$ cat src/vga_pkg.sv
package vga_pkg;

   // Field widths of the items.
   localparam int FUNC_W   = 2;
   localparam int INDEX_W  = 19;
   localparam int NODE_W   = 18;
   localparam int STATUS_W = 2;
   localparam int GRID_W   = 7;
   localparam int MODE_W   = 2;
   localparam int CSR_W    = 2;

   // A map entry is a valid bit over a node id.
   localparam int ENTRY_W = NODE_W + 1;

   // Counter of assigned node ids; its top bit means the id space is used up.
   localparam int COUNT_W = NODE_W + 1;

   // The divider takes a voxel index apart one quotient bit per step.
   localparam int DIV_STEPS = INDEX_W;
   localparam int DIV_CNT_W = $clog2(DIV_STEPS + 1);

   // Function codes of an input item.
   localparam logic [FUNC_W-1:0] FN_LOAD  = 2'd0;
   localparam logic [FUNC_W-1:0] FN_QUERY = 2'd1;
   localparam logic [FUNC_W-1:0] FN_CLEAR = 2'd2;
   localparam logic [FUNC_W-1:0] FN_NONE  = 2'd3;

   // Status codes of a result item.
   localparam logic [STATUS_W-1:0] ST_OK    = 2'd0;
   localparam logic [STATUS_W-1:0] ST_RANGE = 2'd1;
   localparam logic [STATUS_W-1:0] ST_FULL  = 2'd2;

   // Connectivity modes.
   localparam logic [MODE_W-1:0] CONN_6  = 2'd0;
   localparam logic [MODE_W-1:0] CONN_18 = 2'd1;

   // Configuration register indexes.
   localparam logic [CSR_W-1:0] CSR_SIZE_X = 2'd0;
   localparam logic [CSR_W-1:0] CSR_SIZE_Y = 2'd1;
   localparam logic [CSR_W-1:0] CSR_SIZE_Z = 2'd2;
   localparam logic [CSR_W-1:0] CSR_MODE   = 2'd3;

   typedef struct packed {
      logic [FUNC_W-1:0]  func;
      logic [INDEX_W-1:0] voxel_index;
      logic [NODE_W-1:0]  query_node;
   } req_type;

   typedef struct packed {
      logic [STATUS_W-1:0] status;
      logic [NODE_W-1:0]   node_a;
      logic [NODE_W-1:0]   node_b;
      logic                edge_valid;
      logic                last;
   } rsp_type;

   typedef struct packed {
      logic [GRID_W-1:0] size_x;
      logic [GRID_W-1:0] size_y;
      logic [GRID_W-1:0] size_z;
      logic [MODE_W-1:0] mode;
   } cfg_type;

   typedef struct packed {
      logic               start;
      logic [INDEX_W-1:0] dividend;
      logic [GRID_W-1:0]  divisor;
   } div_cmd_type;

   typedef struct packed {
      logic               done;
      logic [INDEX_W-1:0] quotient;
      logic [GRID_W-1:0]  remainder;
   } div_rsp_type;

   typedef struct packed {
      logic enable;
      logic write;
   } map_ctl_type;

endpackage

$ cat src/vga_div.sv
module vga_div (
   input  logic                 clock,
   input  logic                 reset,
   input  vga_pkg::div_cmd_type div_cmd,
   output vga_pkg::div_rsp_type div_rsp
);
   import vga_pkg::*;

   logic                 active_ff, active_in;
   logic                 done_ff, done_in;
   logic [DIV_CNT_W-1:0] cnt_ff, cnt_in;
   logic [INDEX_W-1:0]   quo_ff, quo_in;
   logic [GRID_W-1:0]    rem_ff, rem_in;
   logic [GRID_W-1:0]    dvs_ff, dvs_in;
   logic [GRID_W:0]      rem_sh;
   logic [GRID_W:0]      rem_sub;
   logic                 fits;

   // One restoring step: shift in the next dividend bit and try the subtract.
   always_comb begin
      rem_sh  = {rem_ff, quo_ff[INDEX_W-1]};
      rem_sub = rem_sh - {1'b0, dvs_ff};
      fits    = rem_sh >= {1'b0, dvs_ff};
   end

   // Step sequencing.
   always_comb begin
      active_in = active_ff;
      done_in   = 1'b0;
      cnt_in    = cnt_ff;
      quo_in    = quo_ff;
      rem_in    = rem_ff;
      dvs_in    = dvs_ff;
      if (div_cmd.start) begin
         active_in = 1'b1;
         cnt_in    = DIV_CNT_W'(DIV_STEPS);
         quo_in    = div_cmd.dividend;
         rem_in    = '0;
         dvs_in    = div_cmd.divisor;
      end else if (active_ff) begin
         cnt_in = cnt_ff - 1'b1;
         quo_in = {quo_ff[INDEX_W-2:0], fits};
         rem_in = fits ? rem_sub[GRID_W-1:0] : rem_sh[GRID_W-1:0];
         if (cnt_ff == DIV_CNT_W'(1)) begin
            active_in = 1'b0;
            done_in   = 1'b1;
         end
      end
   end

   always_ff @(posedge clock) begin
      if (reset) begin
         active_ff <= 1'b0;
         done_ff   <= 1'b0;
      end else begin
         active_ff <= active_in;
         done_ff   <= done_in;
      end
   end

   always_ff @(posedge clock) begin
      cnt_ff <= cnt_in;
      quo_ff <= quo_in;
      rem_ff <= rem_in;
      dvs_ff <= dvs_in;
   end

   assign div_rsp.done      = done_ff;
   assign div_rsp.quotient  = quo_ff;
   assign div_rsp.remainder = rem_ff;

endmodule

$ cat config.mk
export PLATFORM = sky130hd
export DESIGN_NAME = vga_div
export DESIGN_NICKNAME = d
export VERILOG_FILES = /design/src/vga_pkg.sv /design/src/vga_div.sv
export SDC_FILE = /design/constraint.sdc
export NUM_CORES = 1
export LEC_CHECK = 0
export ABC_AREA = 1
export BUFFER_PORTS_ARGS = -buffer_cell sky130_fd_sc_hd__buf_4
export CAP_MARGIN = 20
export CORE_MARGIN = 2
export CORE_UTILIZATION = 52
export CTS_CLUSTER_SIZE = 20
export DETAILED_ROUTE_END_ITERATION = 10
export HOLD_SLACK_MARGIN = 0.08
export PLACE_DENSITY = 0.9
export SYNTH_ARGS = -nofsm -noshare
export SYNTH_HDL_FRONTEND = slang
export SYNTH_SLANG_ARGS = --single-unit
export TNS_END_PERCENT = 5
$ cat constraint.sdc
create_clock -name clock -period 2 [get_ports clock]
set_input_delay 0 -clock clock [delete_from_list [all_inputs] [get_ports clock]]
set_output_delay 0 -clock clock [all_outputs]
set_load 0.02 [all_outputs]
## Word-level counts from Yosys, hierarchy flattened

Cells that the tools add are included.

- Register bits after elaboration: 40
- Latch bits: 0
- RAM bits: 0
- ROM bits: 0
- Memories kept: 0

- Add/subtract/negate cells: 2
- $mul: 0
- Div/mod/pow operators: 0
- Magnitude comparators: 1
- Eq/ne operators: 1
- Shifts and indexed selects: 0
- Mux-type cells: 7
- Bitwise operators: 1
- Reductions and logical operators: 2

Operator list:

| kind | count |
|---|---|
| 2-to-1 mux 19 bit | 2 |
| greater-or-equal comparator 8 x 7 -> 1 bit | 1 |
| 2-to-1 mux 7 bit | 1 |
| subtractor 7 bit | 1 |
| == test 5 x 1 -> 1 bit, second input constant | 1 |
| subtractor 5 x 1 -> 5 bit, second input constant | 1 |
| 2-to-1 mux 1 bit | 4 |
| OR reduction 3 bit | 1 |
| nonzero test 2 bit | 1 |
| NOT 1 bit | 1 |

## Depth between registers and ports, before layout

- Word-level depth: 4
- Depth in mapped cells: 12
- Gate-level depth less buffers: 12

## Worst setup path before layout

Ideal clock, no wire load.

- Kind: register to register
- Start: register quo_ff[18]
- End: register rem_ff[0]
- Setup time: 0.074 ns
- Data arrival time: 1.805 ns
- Data required time: 1.926 ns
- Setup slack: 0.120 ns
- Cell stages (with the launch flop): 13
- Period minus slack after synthesis: 1.880 ns
- Path through: edfxtp_1 > inv_1 > ha_1 > fa_1 > inv_1 > nand2_1 > nand2_1 > nand2_1 > nand2_1 > nand2_1 > nand3_1 > nand3_1 > o21ai_2

- Longest elaborated chain between the ends: 2
- Elaborated cells between the ends (all ways): 3
- Classes of those cells: add/sub (1); order compare (1); mux (1)

RTL lines:

| item | RTL line | source |
|---|---|---|
| from (decl) | vga_div.sv:12 | `logic [INDEX_W-1:0] quo_ff, quo_in;` |
| from (signal assigned) | vga_div.sv:63 | `quo_ff <= quo_in;` |
| subtractor 7 bit or greater-or-equal comparator 8 x 7 -> 1 bit (tied branches) | vga_div.sv:22, vga_div.sv:23 |  |
| 2-to-1 mux 7 bit * | vga_div.sv:43 | `rem_in = fits ? rem_sub[GRID_W-1:0] : rem_sh[GRID_W-1:0];` |
| to (signal assigned) | vga_div.sv:64 | `rem_ff <= rem_in;` |
| to (decl) | vga_div.sv:13 | `logic [GRID_W-1:0] rem_ff, rem_in;` |

Mark *: on every way between the ends. The rest lies on a longest branch, timed or not.
A chain may end at the register's enable or synchronous reset.

## Worst setup path after layout

Same ends and word-level chain as after synthesis.

==> impl_metrics.env <==
export IMPL_grt_pass1_wl_mm=8.90
export IMPL_drt_wirelength_per_cell_um=14.9
export IMPL_worstHoldPathCells=1
export IMPL_drv_slew=0
export IMPL_p_leak_nw=1.46
export IMPL_die_x_um=66.6
export IMPL_antennaDiodeCount=0
export IMPL_peakVddDrop_uv=715
export IMPL_end_kind="register"
export IMPL_cts_buffers_inserted=5
export IMPL_die_h_um=66.6
export IMPL_h_tree_depth=2
export IMPL_synth_area_um2=2040
export IMPL_grt_max_degree=32
export IMPL_p_per_area_nw_per_um2=743
export IMPL_insertion_delay_ns=0.30
export IMPL_hold_path_class="in -> reg"
export IMPL_synth_seq_cells=40
export IMPL_worst_pin_slew_ns=0.567
export IMPL_postSynthAreaPerCell_um2=8.52
export IMPL_grt_pass1_vias=1924
export IMPL_syn_nets=278
export IMPL_cp_start_kind="register"
export IMPL_fp_row_count=22
export IMPL_setup_violations=0
export IMPL_period_minus_slack_ns=1.82
export IMPL_place_congestion=0.906
export IMPL_root_buffer="clkbuf_8"
export IMPL_arrival_ns=2.05
export IMPL_crit_type="reg -> reg"
export IMPL_drtIter0Drc=93
export IMPL_io_buffers=55
export IMPL_rr_worst_depth=12
export IMPL_fin_nets=363
export IMPL_finClkSkew_ns=0.00515
export IMPL_vias_per_cell=5.24
export IMPL_outcome="complete, no violations"
export IMPL_critPathRequiredTime_ns=2.23
export IMPL_hpwl_mm=3.30
export IMPL_initial_core_util_pct=54.8
export IMPL_r2r_setup_slack_ns=0.18
export IMPL_path_max_fanout=8
export IMPL_grt_setup_unrepaired="no"
export IMPL_dr_pass1_iters=4
export IMPL_fin_crit_sh_pct=91.0
export IMPL_dpl_cell_count=338
export IMPL_cts_num_sinks=40
export IMPL_ant_nets=0
export IMPL_drc=0
export IMPL_syn_inst=239
export IMPL_timing_hold_violations_final=0
export IMPL_setup_tns_ns=0
export IMPL_cts_tree="yes"
export IMPL_clock_path_buffers=2
export IMPL_vias=1956
export IMPL_maxCapViolations=0
export IMPL_dieArea_um2=4430
export IMPL_drive_gt1_share_pct=22.5
export IMPL_clkTransAtPathRegs_ns=0.07
export IMPL_fill_cells=232
export IMPL_fmax_mhz=549
export IMPL_core_area_um2=3720
export IMPL_routed_wl_mm=5.56
export IMPL_antenna_found_initial=0
export IMPL_synth_yosys_seq_area_share_pct=52.1
export IMPL_overflow=0
export IMPL_syn2layout_area_growth_pct=41.9
export IMPL_ys_warnings_count=0
export IMPL_ys_types=27
export IMPL_gr_usage_all_layers_pct=27.2
export IMPL_slew_headroom_pct=62.0
export IMPL_final_cells=373
export IMPL_io_pins=56
[synth_stat cells]
library cell	n	share of area (%)
o21ai_2	1	0.43
nand3_1	15	3.7
edfxtp_1	26	38
nand3_4	1	0.86
buf_4	1	0.37
and3_1	1	0.31
nand3_2	2	0.98
clkbuf_1	4	0.74
a31oi_1	1	0.31
or2_4	1	0.43
xor2_1	3	1.3
fa_1	1	0.98
ha_1	9	5.5
nand2_1	100	18
o21ai_0	2	0.49
a22oi_1	1	0.37
dfxtp_1	14	14
a21oi_1	4	0.98
a21oi_4	1	0.80
nor3_1	1	0.25
nor4_1	1	0.31
inv_2	2	0.37
nand4_1	2	0.61
nand3b_1	5	1.8
inv_1	26	4.8
nor2_1	13	2.4
nor2_2	1	0.31
[power by group]
group	leakage (nW)	total [mW]	switching [mW]	internal, mW
Clock	0.0532	0.644	0.281	0.363
Combinational	1.03	0.499	0.278	0.221
Sequential	0.378	1.00	0.0458	0.958
[cells in the final DEF, fill, tap and decap left out, types with 2 or more instances in the layout]
cell	Yosys	routed
nand2_1	100	99
buf_4	1	55
dlygate4sd3_1	0	27
inv_1	26	26
edfxtp_1	26	26
nand3_1	15	15
dfxtp_1	14	14
nor2_1	13	13
ha_1	9	9
nand3b_1	5	5
clkbuf_8	0	5
a21oi_1	4	4
xor2_1	3	3
inv_2	2	2
nand4_1	2	2
nand3_2	2	2
o21ai_0	2	2
clkinv_1	0	2
[per-stage QoR]
stage          total power, mW  cell area (µm²)  hold WS (ns)  utilization, %  setup slack (ns)
2_1_floorplan             1.28             2040        0.0691               -             0.120
3_3_place_gp              1.44             2510         0.167            67.4             0.163
3_5_place_dp              1.46             2510         0.169            67.4            0.0598
4_1_cts                   2.13             2880         0.133            77.6            0.0495
5_1_grt                   2.24             2890         0.136            77.7           0.00935
6_report                  2.15             2890         0.132            77.7             0.179
[flip-flops by register name (all words and copies together) (netlist names)]
| register | flops |
|---|---|
| active_ff | 1 |
| cnt_ff | 5 |
| done_ff | 1 |
| dvs_ff | 7 |
| quo_ff | 19 |
| rem_ff | 7 |
[what timing repair did]
action / CTS / global route
hold buffers: 27 / 0
setup buffers: 0 / 0
endpoints found under the setup margin: 0 / 8
resized for setup: 0 / 2
endpoints found under the hold margin: 28 / 0
[kinds of logic after synthesis]
logic type / after synthesis / share of synthesized area [%]
XOR/XNOR: 3 / 1.29
adder cells (fa/ha/maj): 10 / 6.52
AO/OA/AOI/OAI: 10 / 3.38
buffers and inverters: 33 / 6.27
flip-flops: 40 / 52.1
AND/OR/NAND/NOR: 143 / 30.4
[routing by layer]
layer / global-route usage, % / wire length, µm / up-vias
met3: 6.59 / 417 / 11
met1: 31.6 / 2070 / 919
met4: 7.65 / 82 / 0
met5: 0 / 0 / -
met2: 49.4 / 2990 / 89
li1: - / - / 937
[worst max-delay path, cell delays in order, from the launching register on]
cell	delay, ns
edfxtp_1	0.35
inv_1	0.06
ha_1	0.24
fa_2	0.36
inv_1	0.08
nand2_1	0.05
nand2_1	0.07
nand2_1	0.08
nand2_1	0.08
nand2_2	0.11
nand3_1	0.10
nand3_1	0.10
o21ai_2	0.07
[cell type report]
class                           instances  area [µm²]  area share (%)
Sequential cell                        40        1060            36.7
Multi-Input combinational cell        166         852            29.5
Timing Repair Buffer                   83         703            24.4
Inverter                               28         105            3.64
Clock buffer                            5        68.8            2.38
Tap cell                               48        60.1            2.08
Clock inverter                          3        37.5            1.30
[path summary, 6_finish.rpt]
path | from | endpoint
setup / recovery | quo_ff[18] | rem_ff[0]
hold / removal | div_cmd[26] | dvs_ff[4]
setup reg to reg | quo_ff[18] | rem_ff[0]
hold reg to reg | rem_ff[4] | rem_ff[4]
Note: power is estimated with default switching activity, not from simulation.
