$ cat src/vga_pkg.sv
package vga_pkg;

   // Field widths of the items.
   localparam int FUNC_W   = 2;
   localparam int INDEX_W  = 19;
   localparam int NODE_W   = 18;
   localparam int STATUS_W = 2;
   localparam int GRID_W   = 7;
   localparam int MODE_W   = 2;
   localparam int CSR_W    = 2;

   // A map entry is a valid bit over a node id.
   localparam int ENTRY_W = NODE_W + 1;

   // Counter of assigned node ids; its top bit means the id space is used up.
   localparam int COUNT_W = NODE_W + 1;

   // The divider takes a voxel index apart one quotient bit per step.
   localparam int DIV_STEPS = INDEX_W;
   localparam int DIV_CNT_W = $clog2(DIV_STEPS + 1);

   // Function codes of an input item.
   localparam logic [FUNC_W-1:0] FN_LOAD  = 2'd0;
   localparam logic [FUNC_W-1:0] FN_QUERY = 2'd1;
   localparam logic [FUNC_W-1:0] FN_CLEAR = 2'd2;
   localparam logic [FUNC_W-1:0] FN_NONE  = 2'd3;

   // Status codes of a result item.
   localparam logic [STATUS_W-1:0] ST_OK    = 2'd0;
   localparam logic [STATUS_W-1:0] ST_RANGE = 2'd1;
   localparam logic [STATUS_W-1:0] ST_FULL  = 2'd2;

   // Connectivity modes.
   localparam logic [MODE_W-1:0] CONN_6  = 2'd0;
   localparam logic [MODE_W-1:0] CONN_18 = 2'd1;

   // Configuration register indexes.
   localparam logic [CSR_W-1:0] CSR_SIZE_X = 2'd0;
   localparam logic [CSR_W-1:0] CSR_SIZE_Y = 2'd1;
   localparam logic [CSR_W-1:0] CSR_SIZE_Z = 2'd2;
   localparam logic [CSR_W-1:0] CSR_MODE   = 2'd3;

   typedef struct packed {
      logic [FUNC_W-1:0]  func;
      logic [INDEX_W-1:0] voxel_index;
      logic [NODE_W-1:0]  query_node;
   } req_type;

   typedef struct packed {
      logic [STATUS_W-1:0] status;
      logic [NODE_W-1:0]   node_a;
      logic [NODE_W-1:0]   node_b;
      logic                edge_valid;
      logic                last;
   } rsp_type;

   typedef struct packed {
      logic [GRID_W-1:0] size_x;
      logic [GRID_W-1:0] size_y;
      logic [GRID_W-1:0] size_z;
      logic [MODE_W-1:0] mode;
   } cfg_type;

   typedef struct packed {
      logic               start;
      logic [INDEX_W-1:0] dividend;
      logic [GRID_W-1:0]  divisor;
   } div_cmd_type;

   typedef struct packed {
      logic               done;
      logic [INDEX_W-1:0] quotient;
      logic [GRID_W-1:0]  remainder;
   } div_rsp_type;

   typedef struct packed {
      logic enable;
      logic write;
   } map_ctl_type;

endpackage

$ cat src/vga_seq.sv
module vga_seq #(
   parameter int MAX_VOXELS     = 262144,
   parameter int MAX_NEIGHBOURS = 26,
   parameter int AW             = 18
) (
   input  logic                        clock,
   input  logic                        reset,
   input  logic                        start,
   output logic                        busy,
   input  vga_pkg::req_type            req_data,
   input  vga_pkg::cfg_type            cfg,
   output logic                        rsp_valid,
   output vga_pkg::rsp_type            rsp_data,
   output vga_pkg::div_cmd_type        div_cmd,
   input  vga_pkg::div_rsp_type        div_rsp,
   output vga_pkg::map_ctl_type        map_ctl,
   output logic [AW-1:0]               map_addr,
   output logic [vga_pkg::ENTRY_W-1:0] map_wdata,
   input  logic [vga_pkg::ENTRY_W-1:0] map_rdata
);
   import vga_pkg::*;

   localparam int          EW       = $clog2(MAX_NEIGHBOURS + 1);
   localparam logic [31:0] MAXV     = 32'(MAX_VOXELS);
   localparam logic [AW-1:0] CLR_LAST = AW'(MAX_VOXELS - 1);
   localparam int          NXY_W    = 2 * GRID_W;
   localparam int          TOT_W    = 3 * GRID_W;
   localparam int          NL_W     = TOT_W + 1;

   // Sequencer states.
   localparam logic [3:0] S_IDLE   = 4'd0;
   localparam logic [3:0] S_CLEAR  = 4'd1;
   localparam logic [3:0] S_PREP   = 4'd2;
   localparam logic [3:0] S_TOTAL  = 4'd3;
   localparam logic [3:0] S_CHECK  = 4'd4;
   localparam logic [3:0] S_DIVX   = 4'd5;
   localparam logic [3:0] S_DIVY   = 4'd6;
   localparam logic [3:0] S_NEIGH  = 4'd7;
   localparam logic [3:0] S_DRAIN  = 4'd8;
   localparam logic [3:0] S_FINISH = 4'd9;

   // Offset digit codes along one axis.
   localparam logic [1:0] OFF_NEG  = 2'd0;
   localparam logic [1:0] OFF_ZERO = 2'd1;
   localparam logic [1:0] OFF_POS  = 2'd2;

   logic [3:0]         state_ff, state_in;
   req_type            req_ff, req_in;
   logic [INDEX_W-1:0] lin_ff, lin_in;
   logic [NXY_W-1:0]   nxy_ff, nxy_in;
   logic [TOT_W-1:0]   total_ff, total_in;
   logic [GRID_W-1:0]  x_ff, x_in, y_ff, y_in, z_ff, z_in;
   logic [1:0]         dx_ff, dx_in, dy_ff, dy_in, dz_ff, dz_in;
   logic               rd_pend_ff, rd_pend_in;
   logic               pend_ff, pend_in;
   logic [NODE_W-1:0]  pend_id_ff, pend_id_in;
   logic [EW-1:0]      ecnt_ff, ecnt_in;
   logic [COUNT_W-1:0] counter_ff, counter_in;
   logic [AW-1:0]      clr_ff, clr_in;
   logic               clr_emit_ff, clr_emit_in;
   logic               rsp_valid_ff, rsp_valid_in;
   rsp_type            rsp_ff, rsp_in;

   logic               in_range;
   logic [1:0]         man;
   logic               man_ok, x_ok, y_ok, z_ok, nl_ok, issue, hit;
   logic [NL_W-1:0]    off_x, off_y, off_z, nl;

   assign busy = state_ff != S_IDLE;

   // Range test of the latched voxel index.
   assign in_range = (req_ff.voxel_index != '0)
                     && ({2'b0, lin_ff} < total_ff)
                     && (32'(lin_ff) < MAXV);

   // Neighbour at the current offset: class, bounds and linear index.
   always_comb begin
      man = 2'(dx_ff != OFF_ZERO) + 2'(dy_ff != OFF_ZERO) + 2'(dz_ff != OFF_ZERO);
      unique case (cfg.mode)
         CONN_6:  man_ok = man == 2'd1;
         CONN_18: man_ok = (man == 2'd1) || (man == 2'd2);
         default: man_ok = man != 2'd0;
      endcase
      x_ok = (dx_ff == OFF_NEG) ? (x_ff != '0) :
             (dx_ff == OFF_POS) ? (x_ff != cfg.size_x - 1'b1) : 1'b1;
      y_ok = (dy_ff == OFF_NEG) ? (y_ff != '0) :
             (dy_ff == OFF_POS) ? (y_ff != cfg.size_y - 1'b1) : 1'b1;
      z_ok = (dz_ff == OFF_NEG) ? (z_ff != '0) :
             (dz_ff == OFF_POS) ? (z_ff != cfg.size_z - 1'b1) : 1'b1;
      off_x = (dx_ff == OFF_NEG) ? '1 :
              (dx_ff == OFF_POS) ? NL_W'(1) : '0;
      off_y = (dy_ff == OFF_NEG) ? -NL_W'(cfg.size_x) :
              (dy_ff == OFF_POS) ? NL_W'(cfg.size_x) : '0;
      off_z = (dz_ff == OFF_NEG) ? -NL_W'(nxy_ff) :
              (dz_ff == OFF_POS) ? NL_W'(nxy_ff) : '0;
      nl    = NL_W'(lin_ff) + off_x + off_y + off_z;
      nl_ok = 32'(nl) < MAXV;
      issue = (state_ff == S_NEIGH) && man_ok && x_ok && y_ok && z_ok && nl_ok;
   end

   // A read that came back valid with a higher node id makes an edge, while the edge counter is below its limit.
   assign hit = rd_pend_ff && map_rdata[ENTRY_W-1]
                && (map_rdata[NODE_W-1:0] > req_ff.query_node)
                && (ecnt_ff < EW'(MAX_NEIGHBOURS));

   // Sequencer.
   always_comb begin
      state_in     = state_ff;
      req_in       = req_ff;
      lin_in       = lin_ff;
      nxy_in       = nxy_ff;
      total_in     = total_ff;
      x_in         = x_ff;
      y_in         = y_ff;
      z_in         = z_ff;
      dx_in        = dx_ff;
      dy_in        = dy_ff;
      dz_in        = dz_ff;
      rd_pend_in   = 1'b0;
      pend_in      = pend_ff;
      pend_id_in   = pend_id_ff;
      ecnt_in      = ecnt_ff;
      counter_in   = counter_ff;
      clr_in       = clr_ff;
      clr_emit_in  = clr_emit_ff;
      rsp_valid_in = 1'b0;
      rsp_in       = rsp_ff;
      div_cmd      = '0;
      map_ctl      = '0;
      map_addr     = '0;
      map_wdata    = '0;

      // Edges found during the neighbour walk go out one behind, so that
      // the final one can carry the last flag.
      if (hit) begin
         if (pend_ff) begin
            rsp_valid_in = 1'b1;
            rsp_in       = '{status: ST_OK, node_a: req_ff.query_node,
                             node_b: pend_id_ff, edge_valid: 1'b1, last: 1'b0};
         end
         pend_in    = 1'b1;
         pend_id_in = map_rdata[NODE_W-1:0];
         ecnt_in    = ecnt_ff + 1'b1;
      end

      unique case (state_ff)
         S_IDLE: begin
            if (start) begin
               req_in   = req_data;
               lin_in   = req_data.voxel_index - 1'b1;
               state_in = S_PREP;
            end
         end
         S_CLEAR: begin
            map_ctl   = '{enable: 1'b1, write: 1'b1};
            map_addr  = clr_ff;
            clr_in    = clr_ff + 1'b1;
            if (clr_ff == CLR_LAST) begin
               state_in = S_IDLE;
               if (clr_emit_ff) begin
                  rsp_valid_in = 1'b1;
                  rsp_in       = '{status: ST_OK, node_a: '0, node_b: '0,
                                   edge_valid: 1'b0, last: 1'b1};
               end
            end
         end
         S_PREP: begin
            nxy_in = NXY_W'(cfg.size_x) * NXY_W'(cfg.size_y);
            if (req_ff.func == FN_CLEAR) begin
               counter_in  = '0;
               clr_in      = '0;
               clr_emit_in = 1'b1;
               state_in    = S_CLEAR;
            end else if (req_ff.func == FN_NONE) begin
               state_in = S_IDLE;
            end else begin
               state_in = S_TOTAL;
            end
         end
         S_TOTAL: begin
            total_in = TOT_W'(nxy_ff) * TOT_W'(cfg.size_z);
            state_in = S_CHECK;
         end
         S_CHECK: begin
            if (!in_range) begin
               rsp_valid_in = 1'b1;
               rsp_in       = '{status: ST_RANGE, node_a: '0, node_b: '0,
                                edge_valid: 1'b0, last: 1'b1};
               state_in     = S_IDLE;
            end else if (req_ff.func == FN_LOAD) begin
               rsp_valid_in = 1'b1;
               state_in     = S_IDLE;
               if (counter_ff[COUNT_W-1]) begin
                  rsp_in = '{status: ST_FULL, node_a: '0, node_b: '0,
                             edge_valid: 1'b0, last: 1'b1};
               end else begin
                  map_ctl    = '{enable: 1'b1, write: 1'b1};
                  map_addr   = AW'(lin_ff);
                  map_wdata  = {1'b1, counter_ff[NODE_W-1:0]};
                  rsp_in     = '{status: ST_OK, node_a: counter_ff[NODE_W-1:0],
                                 node_b: '0, edge_valid: 1'b0, last: 1'b1};
                  counter_in = counter_ff + 1'b1;
               end
            end else begin
               div_cmd  = '{start: 1'b1, dividend: lin_ff, divisor: cfg.size_x};
               state_in = S_DIVX;
            end
         end
         S_DIVX: begin
            if (div_rsp.done) begin
               x_in     = div_rsp.remainder;
               div_cmd  = '{start: 1'b1, dividend: div_rsp.quotient,
                            divisor: cfg.size_y};
               state_in = S_DIVY;
            end
         end
         S_DIVY: begin
            if (div_rsp.done) begin
               y_in     = div_rsp.remainder;
               z_in     = div_rsp.quotient[GRID_W-1:0];
               dx_in    = OFF_NEG;
               dy_in    = OFF_NEG;
               dz_in    = OFF_NEG;
               pend_in  = 1'b0;
               ecnt_in  = '0;
               state_in = S_NEIGH;
            end
         end
         S_NEIGH: begin
            // One offset per cycle, dz fastest, each digit running -1, 0, +1.
            if (issue) begin
               map_ctl    = '{enable: 1'b1, write: 1'b0};
               map_addr   = AW'(nl);
               rd_pend_in = 1'b1;
            end
            if (dz_ff != OFF_POS) begin
               dz_in = dz_ff + 1'b1;
            end else begin
               dz_in = OFF_NEG;
               if (dy_ff != OFF_POS) begin
                  dy_in = dy_ff + 1'b1;
               end else begin
                  dy_in = OFF_NEG;
                  if (dx_ff != OFF_POS) begin
                     dx_in = dx_ff + 1'b1;
                  end else begin
                     state_in = S_DRAIN;
                  end
               end
            end
         end
         S_DRAIN: begin
            state_in = S_FINISH;
         end
         S_FINISH: begin
            rsp_valid_in = 1'b1;
            if (pend_ff) begin
               rsp_in = '{status: ST_OK, node_a: req_ff.query_node,
                          node_b: pend_id_ff, edge_valid: 1'b1, last: 1'b1};
            end else begin
               rsp_in = '{status: ST_OK, node_a: '0, node_b: '0,
                          edge_valid: 1'b0, last: 1'b1};
            end
            state_in = S_IDLE;
         end
         default: begin
            state_in = S_IDLE;
         end
      endcase
   end

   // Control state; reset starts the sweep that marks every map entry empty.
   always_ff @(posedge clock) begin
      if (reset) begin
         state_ff     <= S_CLEAR;
         clr_ff       <= '0;
         clr_emit_ff  <= 1'b0;
         counter_ff   <= '0;
         rd_pend_ff   <= 1'b0;
         pend_ff      <= 1'b0;
         ecnt_ff      <= '0;
         rsp_valid_ff <= 1'b0;
      end else begin
         state_ff     <= state_in;
         clr_ff       <= clr_in;
         clr_emit_ff  <= clr_emit_in;
         counter_ff   <= counter_in;
         rd_pend_ff   <= rd_pend_in;
         pend_ff      <= pend_in;
         ecnt_ff      <= ecnt_in;
         rsp_valid_ff <= rsp_valid_in;
      end
   end

   // Payload registers.
   always_ff @(posedge clock) begin
      req_ff     <= req_in;
      lin_ff     <= lin_in;
      nxy_ff     <= nxy_in;
      total_ff   <= total_in;
      x_ff       <= x_in;
      y_ff       <= y_in;
      z_ff       <= z_in;
      dx_ff      <= dx_in;
      dy_ff      <= dy_in;
      dz_ff      <= dz_in;
      pend_id_ff <= pend_id_in;
      rsp_ff     <= rsp_in;
   end

   assign rsp_valid = rsp_valid_ff;
   assign rsp_data  = rsp_ff;

endmodule

$ cat config.mk
export PLATFORM = sky130hd
export DESIGN_NAME = vga_seq
export DESIGN_NICKNAME = d
export VERILOG_FILES = /design/src/vga_pkg.sv /design/src/vga_seq.sv
export SDC_FILE = /design/constraint.sdc
export NUM_CORES = 1
export LEC_CHECK = 0
export BUFFER_PORTS_ARGS = -buffer_cell sky130_fd_sc_hd__buf_2
export CORE_MARGIN = 1
export CORE_UTILIZATION = 45
export CTS_BUF_LIST = sky130_fd_sc_hd__clkbuf_8
export DETAILED_ROUTE_END_ITERATION = 8
export PLACE_DENSITY = 0.66
export SLEW_MARGIN = 10
export SYNTH_ARGS = -nofsm -noshare
export SYNTH_HDL_FRONTEND = slang
export SYNTH_SLANG_ARGS = --single-unit
$ cat constraint.sdc
create_clock -name clock -period 10.2 [get_ports clock]
set_input_delay 1.02 -clock clock [delete_from_list [all_inputs] [get_ports clock]]
set_output_delay 1.02 -clock clock [all_outputs]
set_load 0.01 [all_outputs]
[Yosys cells after proc, flatten, opt, wreduce, memory -nomap -nowiden]
Cells that the tools add are included.
Storage, ports and cells
  word-level logic and storage cells: 212
  bits of input ports: 111
  register bits after elaboration: 228
Cells by class
  equal/unequal tests: 39
  mux-type cells: 83
  reductions and logical operators: 38
  bitwise operators: 1
  multiply operators: 2
  magnitude comparators: 5
  add/subtract/negate cells: 17
Operator list (count)
  $mux 40: 7
  $mux 19: 8
  $pmux 40 s3: 1
  $mux 18: 5
  $mux 27: 3
  $mux 22: 3
  $pmux 18 s3: 1
  $pmux 27 s2: 1
  $add 22x22->22: 2
  $mux 38: 1
  $pmux 19 s2: 1
  $pmux 18 s2: 1
  $pmux 4 s9: 1
  $mux 4: 7
  $ne 2x2->1 const B: 14
  $mux 2: 13
  $add 19x22->22: 1
  $lt 22x19->1 const B: 1
  $neg 14->22: 1
  $neg 7->22: 1
  $lt 19x21->1: 1
  $mul 14x7->21: 1
  $ne 7x7->1: 3
  $reduce_bool 7->1: 3
  43 further kinds: 104

[Longest topological paths before layout]
  depth after elaboration: 13
  gate-level depth with buffers: 25

[Worst setup path after synthesis]
OpenSTA, ideal clock, no wires.
  path type: in2out
  start point: in cfg[16] (netlist name)
  end point: out map_addr[10]
  buffers on the path: 5
  arrival time: 6.116 ns
  slack: 3.064 ns
  stages on the path: 23
  cell sequence: clkbuf_1 inv_1 ha_1 clkbuf_1 nor3b_1 nand2_1 o21ai_0 inv_1 fa_1 inv_1 fa_1 inv_1 ha_1 clkbuf_1 o21a_1 o22ai_1 a211oi_1 o2111ai_1 or4_1 nand4bb_1 clkbuf_1 clkbuf_1 o31ai_1
Between the ends
  cells in the longest elaborated chain, start to end: 10
  elaborated cells between the ends (all ways): 16
RTL lines
  start: declaration: RTL line vga_seq.sv:11  | input vga_pkg::cfg_type cfg,
  branches (longest 8 deep; another with $neg 7->22)
  $mux 18 *: RTL line vga_seq.sv:231  | if (issue) begin
  $pmux 18 s3 *: RTL line vga_seq.sv:146  | unique case (state_ff)
  end: declaration: RTL line vga_seq.sv:17  | output logic [AW-1:0] map_addr,
Mark *: on every way between the ends.

[Final worst setup path]
  start point: reg nxy_ff[2]
  end point: out map_addr[12]
Between the ends
  cells in the longest elaborated chain, start to end: 7
  elaborated cells between the ends (all ways): 8
RTL lines
  start: declaration: RTL line vga_seq.sv:50  | logic [NXY_W-1:0] nxy_ff, nxy_in;
  start signal: assignment: RTL line vga_seq.sv:299  | nxy_ff <= nxy_in;
  $neg 14->22 / $mux 14 (equally long branches): RTL line vga_seq.sv:94, vga_seq.sv:95
  $mux 22 *: RTL line vga_seq.sv:94  | off_z = (dz_ff == OFF_NEG) ? -NL_W'(nxy_ff) :
  $add 22x22->22 *: RTL line vga_seq.sv:96  | nl = NL_W'(lin_ff) + off_x + off_y + off_z;
  $lt 22x19->1: RTL line vga_seq.sv:97  | nl_ok = 32'(nl) < MAXV;
  $logic_and 1x1->1: RTL line vga_seq.sv:98  | issue = (state_ff == S_NEIGH) && man_ok && x_ok && y_ok && z_ok && nl_ok;
  $mux 18 *: RTL line vga_seq.sv:231
  $pmux 18 s3 *: RTL line vga_seq.sv:146
Every way passes the cells marked *; elsewhere a longest branch is shown, timed or not.

==> metrics <==
die area=between 40,000 and 50,000 µm²; CP startpoint kind=flip-flop; initial cell density of the core=0.460; wire per inst=a little over 20 µm; yosys warns=0; Leak=9.44 nW; clock period minus worst slack=between 8000 and 9000 ps; R2R Path End=rd_pend_ff; Max Freq=0.116 GHz; CTS max path bufs=3; Int Pwr=approximately 0.0019 W; final core utilization=0.519; Pre-antenna DRT Iters=5; Placed Cells=2,541; Final Cycle Share=0.842; Post-Syn Area=about 18,000 µm²; P_sw=just over 0.001 W; fin cells=around 2,600; DRC viols=0; Worst-Margin Slew=1290 ps; largest net degree at the start of global routing=between 50 and 60; TritonCTS Sinks=about 230; Syn Area/Cell=around 9.6 µm²; Worst setup startpoint=nxy_ff[2]; Netlist cell types=70; worst hold path class=reg -> reg; Slew Limit Fails=0; Clock Latency Late Sink=roughly 560 ps; Comb pwr share=0.328; DR iter-0 viols=roughly 1,100; global-route wire length before repair=about 81 mm; FF-to-FF path depth=16; vias in the first global route=about 14,000; EDFF count, synth=roughly 140; Max H-tree Level=2; CP Data Required Time=about 9000 ps; GPL Wtd Cong=0.929; Die W=between 200 and 250 µm; final hold vios=0; Final ANT Viol Nets=0; sequential element share of the synthesized area=0.331; fin nets=2,449; Mapped Cells=~1,900; drt total wl=52.6 mm; Global Route Usage Sum=0.257; area grow syn2layout=12.9%; io pins=around 220; switch share=0.352; TritonCTS clock tree=yes; Num CTS Buffers=39; critical path's most frequent cell=a21oi_1; Async S/R FF share, synth=0; CTS Root Cell=clkbuf_8; peak supply drop=just under 0.08 mV; Critical Path Sink=map_addr[12]; RSZ-0062 raised after global routing=no; Reg power frac=0.381; max_cap viols=0; status=completed; Post-DP Area=between 15,000 and 20,000 µm²; Worst R2R Setup Slack=3720 ps; CTS clk-pin slew, worst paths=approximately 70 ps; hold buffer count at CTS=0; Seq cells post-synth=between 200 and 250; pwr dens=143 nW/µm²; Crit Path Category=reg -> out; clock network power share=0.291; Final Power=0.00290 W; CP Cell Sequence=or4_1, or4_4, or3_4, or3_1, o21ai_0, a21oi_1, fa_1, inv_1, ha_1, a21oi_1, a21boi_0, a211oi_1, nand2_1, a31o_2, mux2_2, nand4bb_1, o41ai_1, buf_2; worst-path maximum fanout=19; vias post-DR=14,700; initial antenna violation count=1; Core ar.=roughly 40,000 µm²; post-cts resize count=0; Die Ht=around 200 µm; total congestion overflow=0; # setup viols final=0; site row count=72; Syn Nets=between 2,000 and 2,500; slew margin rel.=0.136; vias per inst=around 5.6; Main synth FF type=edfxtp_1; Worst Clk Skew=around 18 ps; R2R Path Start=dy_ff[0]; Crit path arrival time=approximately 7600 ps; fraction of final layout cells sized beyond drive strength 1=0.147; Post-CTS Setup Bufs=0; Port Buffers=around 220; endpoint class of the critical path=primary output; Detail Placement HPWL=between 40 and 50 mm; Final Instance Area=about 20,000 µm²; CP max stage delay=approximately 870 ps; Fin Setup TNS=0 ps; slowest CP cell=nand4bb_1
-- worst min path at each step --
stage | cells after the start | endpoint | slack, ps | start
4_1_cts | 2 | rsp_data[0] | 450 | rsp_data[0]
3_3_place_gp | 2 | rsp_data[0] | 430 | rsp_data[0]
3_5_place_dp | 2 | rsp_data[0] | 440 | rsp_data[0]
6_report | 2 | rsp_data[0] | 450 | rsp_data[0]
2_1_floorplan | 2 | clr_emit_ff | 420 | clr_emit_ff
5_1_grt | 2 | clr_emit_ff | 480 | clr_emit_ff
-- through the flow --
stage	setup WS [ps]	hold slack, ps
2_1_floorplan	3060	422
3_3_place_gp	2020	433
3_5_place_dp	1840	441
4_1_cts	1680	450
5_1_grt	1260	478
6_report	1610	451
-- final cells by class --
| class | count | area (µm²) |
|---|---|---|
| fill | 3609 | 18800 |
| antenna | 1 | 2.50 |
| clock buffer | 43 | 592 |
| multi-input combinational | 1326 | 10800 |
| clock inverter | 27 | 188 |
| tap | 518 | 648 |
| inverter | 238 | 893 |
| sequential | 228 | 5950 |
| timing repair buffer | 231 | 1190 |
-- cells in the final DEF, fill, tap and decap left out, types with 64 or more instances in the layout --
cell type | synthesis | layout
and2_1 | 64 | 64
ha_1 | 150 | 150
inv_1 | 236 | 247
fa_1 | 124 | 124
nand2_1 | 178 | 178
dfxtp_1 | 90 | 90
edfxtp_1 | 138 | 138
buf_2 | 1 | 218
nor2_1 | 117 | 115
a21oi_1 | 69 | 69
-- synth_stat cells (32+ instances only) --
library cell | n | area, µm²
a21oi_1 | 69 | 345
and2_1 | 64 | 400
nor3_1 | 32 | 160
dfxtp_1 | 90 | 1800
fa_1 | 124 | 2480
inv_1 | 236 | 886
o31ai_1 | 32 | 240
nand2_1 | 178 | 668
xnor2_1 | 53 | 464
a22o_1 | 44 | 385
o21ai_0 | 63 | 315
nand3_1 | 37 | 185
ha_1 | 150 | 1880
xor2_1 | 50 | 438
clkbuf_1 | 79 | 297
and3_1 | 32 | 200
nor2_1 | 117 | 439
edfxtp_1 | 138 | 4140
-- registers in the layout, summed over array words and instances, names as in the netlist, 4 cells and up --
name	count
y_ff	7
req_ff	39
total_ff	21
z_ff	7
rsp_data	40
lin_ff	19
clr_ff	18
x_ff	7
pend_id_ff	18
ecnt_ff	5
counter_ff	19
nxy_ff	14
state_ff	4
-- cell families after synthesis --
kind of cell             after synthesis  synth area share
AO/OA/AOI/OAI                        379             0.150
XOR/XNOR                             103            0.0503
adder cells (fa/ha/maj)              274             0.243
buffers and inverters                324            0.0681
flip-flops                           228             0.331
multiplexers                           4           0.00237
AND/OR/NAND/NOR                      566             0.155
-- power groups by stage --
stage / Sequential, W / Clock, W / Combinational (W)
4_1_cts: 0.00111 / 0.000860 / 0.000949
2_1_floorplan: 0.00110 / 0 / 0.000690
3_5_place_dp: 0.00113 / 0 / 0.000943
5_1_grt: 0.00111 / 0.000899 / 0.00106
3_3_place_gp: 0.00113 / 0 / 0.000932
6_report: 0.00111 / 0.000846 / 0.000951
-- critical path, delay by kind of cell, from the launching register on --
family	cells	cell delay [ps]
buffers and inverters	2	260
DFF	1	590
AOI/OAI and AO/OA	7	2110
muxes	1	290
and+or+nand+nor	6	2860
adders and majority gates	2	900
-- routing by layer --
metal  track usage  share of wire  up-vias
met4        0.0887          0.032        0
li1              -              -     6907
met2         0.426           0.47      523
met1         0.350           0.44     7147
met3        0.0267          0.059       80
met5             0              0        -
Note: power is estimated with default switching activity, not from simulation.
